`src/sv/anagram_histogram_matcher_top_assert.svh`:
```
// Assertion macros used by the matcher datapath module. The clock and reset of the
// module that uses them are taken by their names, clock and reset.
`ifndef ANAGRAM_HISTOGRAM_MATCHER_TOP_ASSERT_SVH
`define ANAGRAM_HISTOGRAM_MATCHER_TOP_ASSERT_SVH

// The consequent must hold in the same cycle as the antecedent.
`define AHM_ASSERT_HOLDS(name, ante, cons) \
   name: assert property (@(posedge clock) disable iff (reset) (ante) |-> (cons)) \
      else $error("%m: property violated");

// The consequent must hold in the cycle after the antecedent.
`define AHM_ASSERT_NEXT(name, ante, cons) \
   name: assert property (@(posedge clock) disable iff (reset) (ante) |=> (cons)) \
      else $error("%m: property violated");

`endif

```
`src/sv/ahm_pkg.sv`:
```
package ahm_pkg;

   localparam int DICT_WORDS = 256;
   localparam int COUNT_BITS = 8;
   localparam int LETTERS    = 26;
   localparam int IDX_W      = 5;
   localparam int MATCH_W    = 9;
   localparam int HIST_W     = LETTERS * COUNT_BITS;
   localparam int CNT_W      = $clog2(DICT_WORDS + 1);
   localparam int ADDR_W     = (DICT_WORDS > 1) ? $clog2(DICT_WORDS) : 1;

   localparam logic [COUNT_BITS-1:0] COUNT_MAX = {COUNT_BITS{1'b1}};

   localparam logic [7:0] LEAD_BYTE = 8'hC3;
   localparam logic [7:0] UPPER_A   = 8'h41;
   localparam logic [7:0] UPPER_Z   = 8'h5A;
   localparam logic [7:0] LOWER_A   = 8'h61;
   localparam logic [7:0] LOWER_Z   = 8'h7A;

   localparam logic [IDX_W-1:0] IDX_A = 5'd0;
   localparam logic [IDX_W-1:0] IDX_E = 5'd4;
   localparam logic [IDX_W-1:0] IDX_I = 5'd8;
   localparam logic [IDX_W-1:0] IDX_O = 5'd14;
   localparam logic [IDX_W-1:0] IDX_U = 5'd20;

   typedef enum logic [1:0] {
      OP_LOAD  = 2'd0,
      OP_QUERY = 2'd1,
      OP_CLEAR = 2'd2
   } opcode_type;

   typedef enum logic [1:0] {
      ST_IDLE,
      ST_STORE,
      ST_SCAN
   } state_type;

   typedef struct packed {
      logic fold_en;
      logic word_clr;
      logic dict_clr;
      logic store_en;
      logic scan_init;
      logic scan_run;
      logic rsp_load;
   } dp_cmd_type;

   typedef struct packed {
      logic scan_done;
      logic rsp_free;
   } dp_status_type;

   typedef struct packed {
      logic             hit;
      logic [IDX_W-1:0] idx;
   } letter_type;

   // Second byte of a two-byte accented vowel, mapped to its plain letter.
   function automatic letter_type accent_letter(input logic [7:0] b);
      letter_type l;
      l.hit = 1'b1;
      l.idx = IDX_A;
      case (b)
         8'hA1, 8'h81: l.idx = IDX_A;
         8'hA9, 8'h89: l.idx = IDX_E;
         8'hAD, 8'h8D: l.idx = IDX_I;
         8'hB3, 8'h93: l.idx = IDX_O;
         8'hBA, 8'h9A: l.idx = IDX_U;
         default:      l.hit = 1'b0;
      endcase
      return l;
   endfunction

endpackage

```
`src/sv/ahm_controller.sv`:
```
module ahm_controller (
   input  logic                   clock,
   input  logic                   reset,
   input  logic                   req_valid,
   input  logic [1:0]             req_opcode,
   input  logic                   req_last,
   output logic                   req_ready,
   input  ahm_pkg::dp_status_type status,
   output ahm_pkg::dp_cmd_type    cmd
);

   ahm_pkg::state_type state_ff;
   ahm_pkg::state_type state_in;

   always_ff @(posedge clock) begin
      if (reset) begin
         state_ff <= ahm_pkg::ST_IDLE;
      end else begin
         state_ff <= state_in;
      end
   end

   always_comb begin
      state_in  = state_ff;
      req_ready = 1'b0;
      cmd       = '0;
      case (state_ff)
         ahm_pkg::ST_IDLE: begin
            req_ready = 1'b1;
            if (req_valid) begin
               case (req_opcode)
                  ahm_pkg::OP_LOAD: begin
                     cmd.fold_en = 1'b1;
                     if (req_last) begin
                        state_in = ahm_pkg::ST_STORE;
                     end
                  end
                  ahm_pkg::OP_QUERY: begin
                     cmd.fold_en = 1'b1;
                     if (req_last) begin
                        cmd.scan_init = 1'b1;
                        state_in      = ahm_pkg::ST_SCAN;
                     end
                  end
                  ahm_pkg::OP_CLEAR: begin
                     cmd.dict_clr = 1'b1;
                     cmd.word_clr = 1'b1;
                  end
                  default: ;
               endcase
            end
         end
         ahm_pkg::ST_STORE: begin
            cmd.store_en = 1'b1;
            cmd.word_clr = 1'b1;
            state_in     = ahm_pkg::ST_IDLE;
         end
         ahm_pkg::ST_SCAN: begin
            cmd.scan_run = 1'b1;
            // The result waits here until the output register has room.
            if (status.scan_done && status.rsp_free) begin
               cmd.rsp_load = 1'b1;
               cmd.word_clr = 1'b1;
               state_in     = ahm_pkg::ST_IDLE;
            end
         end
         default: state_in = ahm_pkg::ST_IDLE;
      endcase
   end

endmodule

```
`config.mk`:
```
export PLATFORM = sky130hd
export DESIGN_NAME = ahm_controller
export DESIGN_NICKNAME = d
export VERILOG_FILES = /design/src/sv/anagram_histogram_matcher_top_assert.svh /design/src/sv/ahm_pkg.sv /design/src/sv/ahm_controller.sv
export SDC_FILE = /design/constraint.sdc
export NUM_CORES = 1
export LEC_CHECK = 0
export BUFFER_PORTS_ARGS = -buffer_cell sky130_fd_sc_hd__buf_4
export CORE_AREA = 10 10 47 49
export CTS_CLUSTER_DIAMETER = 30
export CTS_CLUSTER_SIZE = 40
export DETAILED_ROUTE_END_ITERATION = 8
export DIE_AREA = 0 0 57 59
export GPL_TIMING_DRIVEN = 0
export PLACE_DENSITY = 0.33
export RECOVER_POWER = 100
export SLEW_MARGIN = 20
export SYNTH_ARGS = -nofsm -noshare
export SYNTH_HDL_FRONTEND = slang
export SYNTH_SLANG_ARGS = --single-unit
```
`constraint.sdc`:
```
create_clock -name clock -period 2.35 [get_ports clock]
set_input_delay 0 -clock clock [delete_from_list [all_inputs] [get_ports clock]]
set_output_delay 0 -clock clock [all_outputs]
set_load 0.01 [all_outputs]
```
After elaboration in Yosys (flattened, before gate mapping)
Index checks and enable logic that the tools add are counted.

storage, ports and cells
  input port bits = 8
  output and inout port bits = 8
  bits in writable memories = 0
  bits in latches = 0
  memory bits (read-only) = 0
  memories kept = 0
  register bits after elaboration = 2

operators by class
  mux-type cells = 20
  order comparisons = 0
  equality and inequality tests = 9
  bitwise gates (word level) = 0
  divide/modulo/power cells = 0
  multipliers = 0
  add/subtract/negate cells = 0
  shifts and indexed selects = 0
  reductions and logical operators = 5

operators by type and width
  operator              count
  $mux W2               6
  $mux W1               10
  $pmux W2 S2           2
  $ne A3 B3 Y1 const B  2
  $reduce_and A5 Y1     1
  $eq A2 B1 Y1 const B  2
  $eq A2 B2 Y1 const B  2
  $logic_not A2 Y1      2
  $ne A2 B2 Y1 const B  2
  $mux W3               1
  $ne A3 B1 Y1 const B  1
  $pmux W1 S3           1
  $reduce_or A2 Y1      1
  $logic_and A1 B1 Y1   1

Logic depth before layout (Yosys ltp)
Gate-level depths: netlist of run 1.

  depth after elaboration = 5
  mapped depth = 3

Worst setup path before layout of run 1
OpenSTA, ideal clock, no wires.

  path type = register to register
  start = register state_ff[1]
  end = register state_ff[0]
  stages on the path, launching flop included = 3
  setup time = 0.087 ns
  buffers on the path = 0
  arrival time = 1.082 ns
  path slack = 1.181 ns
  cell sequence = dfxtp_1 -> or4b_4 -> nor4b_4

on the way
  word-level cells in the longest chain between the ends = 3

RTL lines
  what                                                     RTL line              RTL
  from (decl)                                              ahm_controller.sv:12  ahm_pkg::state_type state_ff;
  from (signal assigned)                                   ahm_controller.sv:17  state_ff <= ahm_pkg::ST_IDLE;
  from (signal assigned)                                   ahm_controller.sv:19  state_ff <= state_in;
  $eq A2 B2 Y1 / $logic_not A2 Y1 (equally long branches)  ahm_controller.sv:27  case (state_ff)
  $ne A2 B2 Y1 (no source line) (tied with other cells)    -
  $reduce_and A5 Y1 (no source line)                       -

Parallel ways exist; a longest one is shown, timed or not.
A chain may end at the register's enable or synchronous reset.

Worst setup path after layout of run 1
Ends and elaborated chain as after synthesis.

==> results of run 1 <==
[path summary, 6_finish.rpt]
path,from,endpoint,slack (ns),depth (start not counted)
worst max-delay path,state_ff[1]$_SDFFE_PP0P_,state_ff[0]$_SDFFE_PP0P_,0.51,3
worst max register to register,state_ff[1]$_SDFFE_PP0P_,state_ff[0]$_SDFFE_PP0P_,0.51,3
worst min register to register,state_ff[1]$_SDFFE_PP0P_,state_ff[1]$_SDFFE_PP0P_,0.65,2
worst min-delay path,req_last,state_ff[1]$_SDFFE_PP0P_,0.07,3
[metal layers]
metal / up-vias / wire length [um]
li1: 108 / -
met1: 83 / 378
met2: 15 / 176
met3: 2 / 101
met4: 0 / 9
met5: - / 0
[cells by family after synthesis]
family          Yosys count
simple gates             13
flops                     2
compound gates            2
buf+inv                   2
[synth_stat cells (all sizes together)]
master | count | area, um2
and2 | 2 | 12.5
or2b | 1 | 7.51
nand2 | 1 | 3.75
nor3 | 1 | 5.00
o32ai | 1 | 8.76
nor4b | 1 | 23.8
nand3b | 3 | 22.5
a22oi | 1 | 7.51
nor2 | 2 | 7.51
dfxtp | 2 | 40.0
and2b | 1 | 8.76
or4b | 1 | 13.8
inv | 2 | 7.51
[area by class of cell]
cell class | instances | share of cell area (%)
multi-input cells | 15 | 34.3
clock buffers | 3 | 7.53
well taps | 16 | 6.69
inverters | 2 | 2.51
repair buffers | 17 | 35.6
flip-flops and latches | 2 | 13.4
[tightest hold or removal path, stage by stage]
cell	delay, ns
buf_4	0.09
nand3b_1	0.06
o32ai_1	0.09
[power groups by stage]
stage | logic [uW] | registers, uW | clock network [uW]
6_report | 29.7 | 36.2 | 74.5
5_1_grt | 32.8 | 36.4 | 84.6
4_1_cts | 38.0 | 36.2 | 78.9
3_5_place_dp | 36.1 | 36.7 | 0
3_3_place_gp | 36.0 | 36.6 | 0
2_1_floorplan | 14.0 | 36.3 | 0
[per-stage QoR]
stage | total power (uW) | cells | utilization, %
global placement | 72.6 | 50 | 21.5
global route | 154 | 55 | 21.3
finish | 140 | 55 | 21.3
floorplan | 50.3 | 19 | -
CTS | 153 | 55 | 24.6
detailed placement | 72.8 | 50 | 21.5
==> impl_metrics.py, run 1 <==
metrics = {
    "worst_setup_path": {
        "critPathArrivalTime_ns": 2.00,
        "crit_required_ns": 2.51,
        "critPathKind": "flip-flop to flip-flop",
        "crit_path_cell_trace": "or4b_1 -> nor4b_1 -> dlygate4sd3_1",
        "crit_fanout": 6,
        "cp-start-kind": "flip-flop",
        "slowest_delay_ns": 0.61,
        "crit_path_end_kind": "flip-flop",
        "crit_slowest_cell": "or4b_1",
        "crit_family": "simple AND/OR/NAND/NOR gates",
        "path_buf_inv": 1,
    },
    "job": {
        "cap_violations": 0,
    },
    "clocking": {
        "path_clk_slew_ns": 0.03,
        "cts-resized-gates": 0,
        "htree_num_levels": 1,
        "cts_made_buffers": 3,
        "cts_setup_buffers": 0,
        "cts_hold_buf": 2,
        "cts_root_buf": "clkbuf_4",
        "cts_tree": "done",
        "clockBufferDepth": 2,
        "insertion_delay_ns": 0.22,
        "clock_sink_count": 2,
    },
    "power_and_ir_drop": {
        "p_int_uw": 108,
        "p_per_area_mw_per_mm2": 469,
        "p_leak_uw": 0.000139,
        "swShare_pct": 23.4,
        "comb_power_share_pct": 21.2,
        "switching_power_uw": 32.8,
        "power_frac_seq_pct": 25.8,
        "vdd_drop_max_v": 0.000329,
        "clock_power_share_pct": 53.1,
    },
    "floorplan": {
        "die_area_mm2": 0.00336,
        "core_mm2": 0.00140,
        "core.rowCount": 14,
        "pin_count": 16,
        "die_w_um": 57,
        "die_h_um": 59,
        "start_util_pct": 12.1,
    },
    "synth": {
        "synthMuxAreaShare_pct": 0,
        "ys_warn_count": 0,
        "synth_xor_area_share_pct": 0,
        "synth_top_family_by_area": "simple AND/OR/NAND/NOR gates",
        "synth_compound_area_share_pct": 9.63,
        "synth-simple-area-share_pct": 62.2,
        "synthesis.area_um2": 169,
        "synthDistinctLibCells": 13,
        "syn_nets": 27,
        "synth_area_per_cell_um2": 8.89,
        "netlist_instances": 19,
        "ys_ff_latch": 2,
        "yosys.area_share.adder_pct": 0,
        "ys_seq_area_share_pct": 23.7,
    },
    "timing": {
        "timing.final.crit_share_pct": 78.3,
        "tightest_slew_ns": 0.230,
        "fin_crit_ns": 1.84,
        "hold_slack_ns": 0.0728,
        "fin_setup_tns_ns": 0,
        "setup_viol": 0,
        "skew_ns": 0.0000923,
        "finalWorstSetupSlack_ns": 0.511,
        "hold_viol": 0,
        "slew_viol_final": 0,
        "slew_headroom_pct": 84.4,
        "max_freq_mhz": 544,
        "rsz0062_at_grt": "false",
    },
    "placed_design": {
        "place_ws_ns": 1.12,
        "io_buffers": 15,
        "placed_cell_area_um2": 302,
        "dp_hpwl_um": 546,
        "gp_congestion": 0.679,
    },
    "global_route": {
        "grt_usage_pct": 4.32,
        "grt_pass1_wl_mm": 1.07,
        "met3_usage_pct": 4.94,
        "globalRouteMet2Util_pct": 4.03,
        "grt_start_max_net_pins": 7,
        "use_met1_pct": 4.98,
        "antenna_found_initial": 0,
        "grt_pass1_vias": 237,
        "grt_overflow": 0,
        "grt-busiest-layer": "met1",
    },
    "final_layout": {
        "area_growth_pct": 77.0,
        "final_nets": 49,
        "regMostFlops": "state_ff",
        "largest_register_ffs": 2,
        "fillers": 180,
        "final_cell_area_um2": 299,
        "register_area_um2": 40.0,
        "top_regs": "state_ff: 2 flops",
        "final_common_cell": "buf_4",
        "layout_common_cells": "buf_4, clkbuf_1, nand3b_1, clkbuf_4",
        "drive_gt1_share_pct": 30.8,
        "antennaDiodeCount": 0,
        "multi_input_area_um2": 103,
    },
    "outcome": {
        "status": "complete, no violations",
    },
    "route": {
        "vias_per_cell": 3.78,
        "drc": 0,
        "drt_first_pass_iters": 3,
        "routedWlPerCell_um": 12.1,
        "vias": 208,
        "routed_wl_um": 666,
        "ant_nets": 0,
        "drt_iter0_drc": 4,
    },
    "min_path": {
        "min-delay-path-class": "input port to flip-flop",
    },
}
Power figures use the tool's default switching activity.
==> inputs of run 2 (changes only) <==
clock period = 1.7 ns   (was 2.35 ns; I/O delays follow)
==> run 2 against run 1 <==
Against the previous run: die area is the same; non-clock buffer count is the same; hold slack is essentially flat; via count shrank 0.96%; highest routed layer unchanged; setup slack lost 0.27 ns; largest power group unchanged; clock power grew 38%.
==> impl_metrics.py, run 2 (same netlist as run 1, synthesis figures left out) <==
metrics = {
    "route": {
        "routedWlPerCell_um": 12.0,
        "ant_nets": 0,
        "vias": 206,
        "drt_first_pass_iters": 3,
        "routed_wl_um": 659,
        "drt_iter0_drc": 4,
        "vias_per_cell": 3.75,
        "drc": 0,
    },
    "clocking": {
        "cts_root_buf": "clkbuf_4",
        "htree_num_levels": 1,
        "path_clk_slew_ns": 0.03,
        "cts_tree": "done",
        "clock_sink_count": 2,
        "cts-resized-gates": 0,
        "cts_made_buffers": 3,
        "clockBufferDepth": 2,
        "insertion_delay_ns": 0.22,
    },
    "power_and_ir_drop": {
        "p_per_area_mw_per_mm2": 653,
        "p_int_uw": 150,
        "p_total_uw": 195,
        "swShare_pct": 23.3,
        "comb_power_share_pct": 21.6,
        "switching_power_uw": 45.6,
        "p_leak_uw": 0.000136,
        "vdd_drop_max_v": 0.000455,
        "power_frac_seq_pct": 25.6,
        "clock_power_share_pct": 52.8,
    },
    "floorplan": {
        "start_util_pct": 12.1,
        "die_w_um": 57,
        "core_mm2": 0.00140,
        "die_area_mm2": 0.00336,
        "core.rowCount": 14,
        "die_h_um": 59,
        "pin_count": 16,
    },
    "global_route": {
        "grt_pass1_vias": 237,
        "grt_usage_pct": 4.28,
        "grt_start_max_net_pins": 7,
        "grt_pass1_wl_mm": 1.06,
        "grt_overflow": 0,
        "antenna_found_initial": 0,
    },
    "timing": {
        "setup_viol": 0,
        "rsz0062_at_grt": "false",
        "max_freq_mhz": 686,
        "timing.final.crit_share_pct": 85.7,
        "slew_viol_final": 0,
        "slew_headroom_pct": 84.8,
        "skew_ns": 0.000200,
        "tightest_slew_ns": 0.224,
        "fin_crit_ns": 1.46,
        "hold_viol": 0,
        "fin_setup_tns_ns": 0,
    },
    "final_layout": {
        "regMostFlops": "state_ff",
        "largest_register_ffs": 2,
        "register_area_um2": 40.0,
        "multi_input_area_um2": 103,
        "area_growth_pct": 77.0,
        "final_nets": 49,
        "top_regs": "state_ff: 2 flops",
        "final_common_cell": "buf_4",
        "antennaDiodeCount": 0,
        "drive_gt1_share_pct": 30.8,
        "fillers": 178,
        "layout_common_cells": "buf_4, clkbuf_1, nand3b_1, clkbuf_4",
    },
    "worst_setup_path": {
        "critPathArrivalTime_ns": 1.46,
        "crit_fanout": 6,
        "crit_required_ns": 1.70,
        "critPathKind": "flip-flop to output pin",
        "crit_path_end_kind": "output pin",
        "cp-start-kind": "flip-flop",
    },
    "placed_design": {
        "dp_hpwl_um": 546,
        "io_buffers": 15,
        "gp_congestion": 0.679,
    },
    "job": {
        "cap_violations": 0,
    },
    "min_path": {
        "min-delay-path-class": "input port to flip-flop",
    },
    "outcome": {
        "status": "complete, no violations",
    },
}
[run 2: final cells by class]
class	count	share of cell area, %
Tap cell	16	6.69
Timing Repair Buffer	17	35.6
Multi-Input combinational cell	15	34.3
Inverter	2	2.51
Sequential cell	2	13.4
Clock buffer	3	7.53
[run 2: what timing repair did]
action                                 in CTS  in global routing
hold buffers                                2                  0
setup buffers                               0                  0
endpoints found under the hold margin       1                  0
[run 2: critical path, stage by stage (launching register included)]
cell	delay, ns
dfxtp_1	0.33
or4b_1	0.61
nor2_1	0.13
clkbuf_1	0.16
[run 2: final timing paths]
check             cells after the start                     start                       end  slack [ns]
setup / recovery                      3  state_ff[1]$_SDFFE_PP0P_                    cmd[2]        0.24
hold / removal                        3                  req_last  state_ff[1]$_SDFFE_PP0P_        0.07
setup reg to reg                      2  state_ff[1]$_SDFFE_PP0P_  state_ff[0]$_SDFFE_PP0P_        0.40
hold reg to reg                       2  state_ff[1]$_SDFFE_PP0P_  state_ff[1]$_SDFFE_PP0P_        0.65
[run 2: routing by layer]
layer / GRT usage, % / vias up / routed length (um)
li1: - / 108 / -
met1: 5.10 / 81 / 383
met2: 4.03 / 15 / 177
met3: 4.51 / 2 / 89
met4: 3.02 / 0 / 9
met5: 0 / - / 0
[run 2: power groups by stage]
stage               logic [uW]  registers (uW)  clock network (uW)
floorplan                 19.4            50.2                   0
global placement          49.7            50.7                   0
detailed placement        49.9            50.7                   0
CTS                       53.7            50.1                 109
global route              46.8            50.3                 117
finish                    42.2            50.0                 103
[run 2: metrics by stage]
| stage | hold slack (ns) | instance area [um2] | cells | utilization [%] | setup slack [ns] |
|---|---|---|---|---|---|
| floorplan | 0.0711 | 169 | 19 | - | 0.531 |
| global placement | 0.203 | 302 | 50 | 21.5 | 0.472 |
| detailed placement | 0.206 | 302 | 50 | 21.5 | 0.471 |
| CTS | 0.0598 | 344 | 55 | 24.6 | 0.279 |
| global route | 0.0620 | 299 | 55 | 21.3 | 0.151 |
| finish | 0.0727 | 299 | 55 | 21.3 | 0.242 |
==> inputs of run 3 (changes only) <==
HOLD_SLACK_MARGIN = 0.08   (was unset)
==> run 3 against run 2 <==
Against the previous run: critical endpoint unchanged; hold slack improved by 0.048 ns; final cell count increased by 1.8%; sequential cell count unchanged; global-route usage increased by 0.13 points; count of clock-buffer cells in the layout unchanged; setup slack improved by 0.00073 ns; critical path depth unchanged; sequential share of layout area decreased by 0.43 points; first-iteration DRC count increased by 75%; fmax about the same.
==> impl_metrics.py, run 3 (same netlist as run 1, synthesis figures left out) <==
metrics = {
    "outcome": {
        "status": "complete, no violations",
    },
    "floorplan": {
        "core_mm2": 0.00140,
        "pin_count": 16,
        "die_w_um": 57,
        "die_area_mm2": 0.00336,
        "start_util_pct": 12.1,
        "core.rowCount": 14,
        "die_h_um": 59,
    },
    "job": {
        "cap_violations": 0,
    },
    "power_and_ir_drop": {
        "p_leak_uw": 0.000140,
        "p_per_area_mw_per_mm2": 639,
        "p_total_uw": 197,
        "vdd_drop_max_v": 0.000455,
    },
    "worst_setup_path": {
        "crit_path_end_kind": "output pin",
        "crit_slowest_cell": "or4b_1",
        "crit_required_ns": 1.70,
        "crit_fanout": 6,
        "critPathKind": "flip-flop to output pin",
        "cp-start-kind": "flip-flop",
        "critPathArrivalTime_ns": 1.46,
        "slowest_delay_ns": 0.61,
        "reg2reg_depth": 2,
        "crit_path_cell_trace": "or4b_1 -> nor2_1 -> clkbuf_1",
    },
    "final_layout": {
        "regMostFlops": "state_ff",
        "largest_register_ffs": 2,
        "layout_common_cells": "buf_4, clkbuf_1, nand3b_1, clkbuf_4, dlygate4sd3_1",
        "top_regs": "state_ff: 2 flops",
        "drive_gt1_share_pct": 30.0,
        "final_cell_area_um2": 309,
        "area_growth_pct": 83.0,
        "multi_input_area_um2": 103,
        "fin_cells": 56,
        "register_area_um2": 40.0,
        "final_common_cell": "buf_4",
        "antennaDiodeCount": 0,
        "fillers": 179,
        "final_nets": 50,
    },
    "route": {
        "ant_nets": 0,
        "routedWlPerCell_um": 12.1,
        "drt_iter0_drc": 7,
        "vias": 209,
        "drt_first_pass_iters": 3,
        "routed_wl_um": 677,
        "drc": 0,
        "vias_per_cell": 3.73,
    },
    "timing": {
        "slew_headroom_pct": 84.8,
        "skew_ns": 0.000200,
        "tightest_slew_ns": 0.225,
        "max_freq_mhz": 686,
        "fin_crit_ns": 1.46,
        "fin_setup_tns_ns": 0,
        "finalWorstSetupSlack_ns": 0.243,
        "hold_viol": 0,
        "slew_viol_final": 0,
        "rsz0062_at_grt": "false",
        "timing.final.crit_share_pct": 85.7,
        "setup_viol": 0,
    },
    "global_route": {
        "grt_pass1_vias": 248,
        "grt_start_max_net_pins": 7,
        "grt_pass1_wl_mm": 1.10,
        "grt_overflow": 0,
        "grt_usage_pct": 4.41,
        "antenna_found_initial": 0,
    },
    "placed_design": {
        "place_ws_ns": 0.471,
        "placedCellCount": 50,
        "dp_hpwl_um": 546,
        "gp_congestion": 0.679,
        "io_buffers": 15,
        "placed_cell_area_um2": 302,
    },
    "clocking": {
        "path_clk_slew_ns": 0.03,
        "insertion_delay_ns": 0.22,
        "cts_made_buffers": 3,
        "cts_tree": "done",
        "cts_root_buf": "clkbuf_4",
        "htree_num_levels": 1,
        "cts_setup_buffers": 0,
        "cts-resized-gates": 0,
        "clock_sink_count": 2,
        "clockBufferDepth": 2,
    },
    "min_path": {
        "min_path_cells": 3,
        "min-delay-path-class": "input port to flip-flop",
    },
}
## run 3: repair_timing
| action | in CTS | in global routing |
|---|---|---|
| hold buffers | 3 | 0 |
| hold endpoints to repair | 2 | 0 |
| endpoints found under the setup margin | 0 | 0 |
## run 3: worst max-delay path, delay by kind of cell, from the launching register on
kind          cells  cell delay [ns]
simple gates      2             0.74
flops             1             0.33
buf+inv           1             0.16
## run 3: power by group
group / total (uW) / internal [uW] / switching, uW
sequential: 50.0 / 48.5 / 1.49
clock: 103 / 77.7 / 25.3
combinational: 44.3 / 25.0 / 19.3
total: 197 / 151 / 46.2
## run 3: final timing paths
path	to	startpoint	slack, ns
setup / recovery	cmd[2]	state_ff[1]$_SDFFE_PP0P_	0.24
hold / removal	state_ff[1]$_SDFFE_PP0P_	status[0]	0.12
setup reg to reg	state_ff[0]$_SDFFE_PP0P_	state_ff[1]$_SDFFE_PP0P_	0.40
hold reg to reg	state_ff[1]$_SDFFE_PP0P_	state_ff[1]$_SDFFE_PP0P_	0.65
## run 3: area by class of cell
cell class,instances,share of cell area (%)
Inverter,2,2.43
Clock buffer,3,7.29
Multi-Input combinational cell,15,33.2
Sequential cell,2,13.0
Tap cell,16,6.48
Timing Repair Buffer,18,37.7
## run 3: per-layer routing
metal,vias to the layer above,track usage [%],part of all wire [%]
met2,15,4.34,27
met3,2,4.51,13
met4,0,3.02,1.3
li1,110,-,-
met5,-,0,0
met1,82,5.22,59
## run 3: per-stage QoR
step | utilization, % | hold slack (ns)
4_1_cts | 25.3 | 0.0978
3_3_place_gp | 21.5 | 0.203
5_1_grt | 22.1 | 0.137
3_5_place_dp | 21.5 | 0.206
6_report | 22.1 | 0.120
2_1_floorplan | - | 0.0711
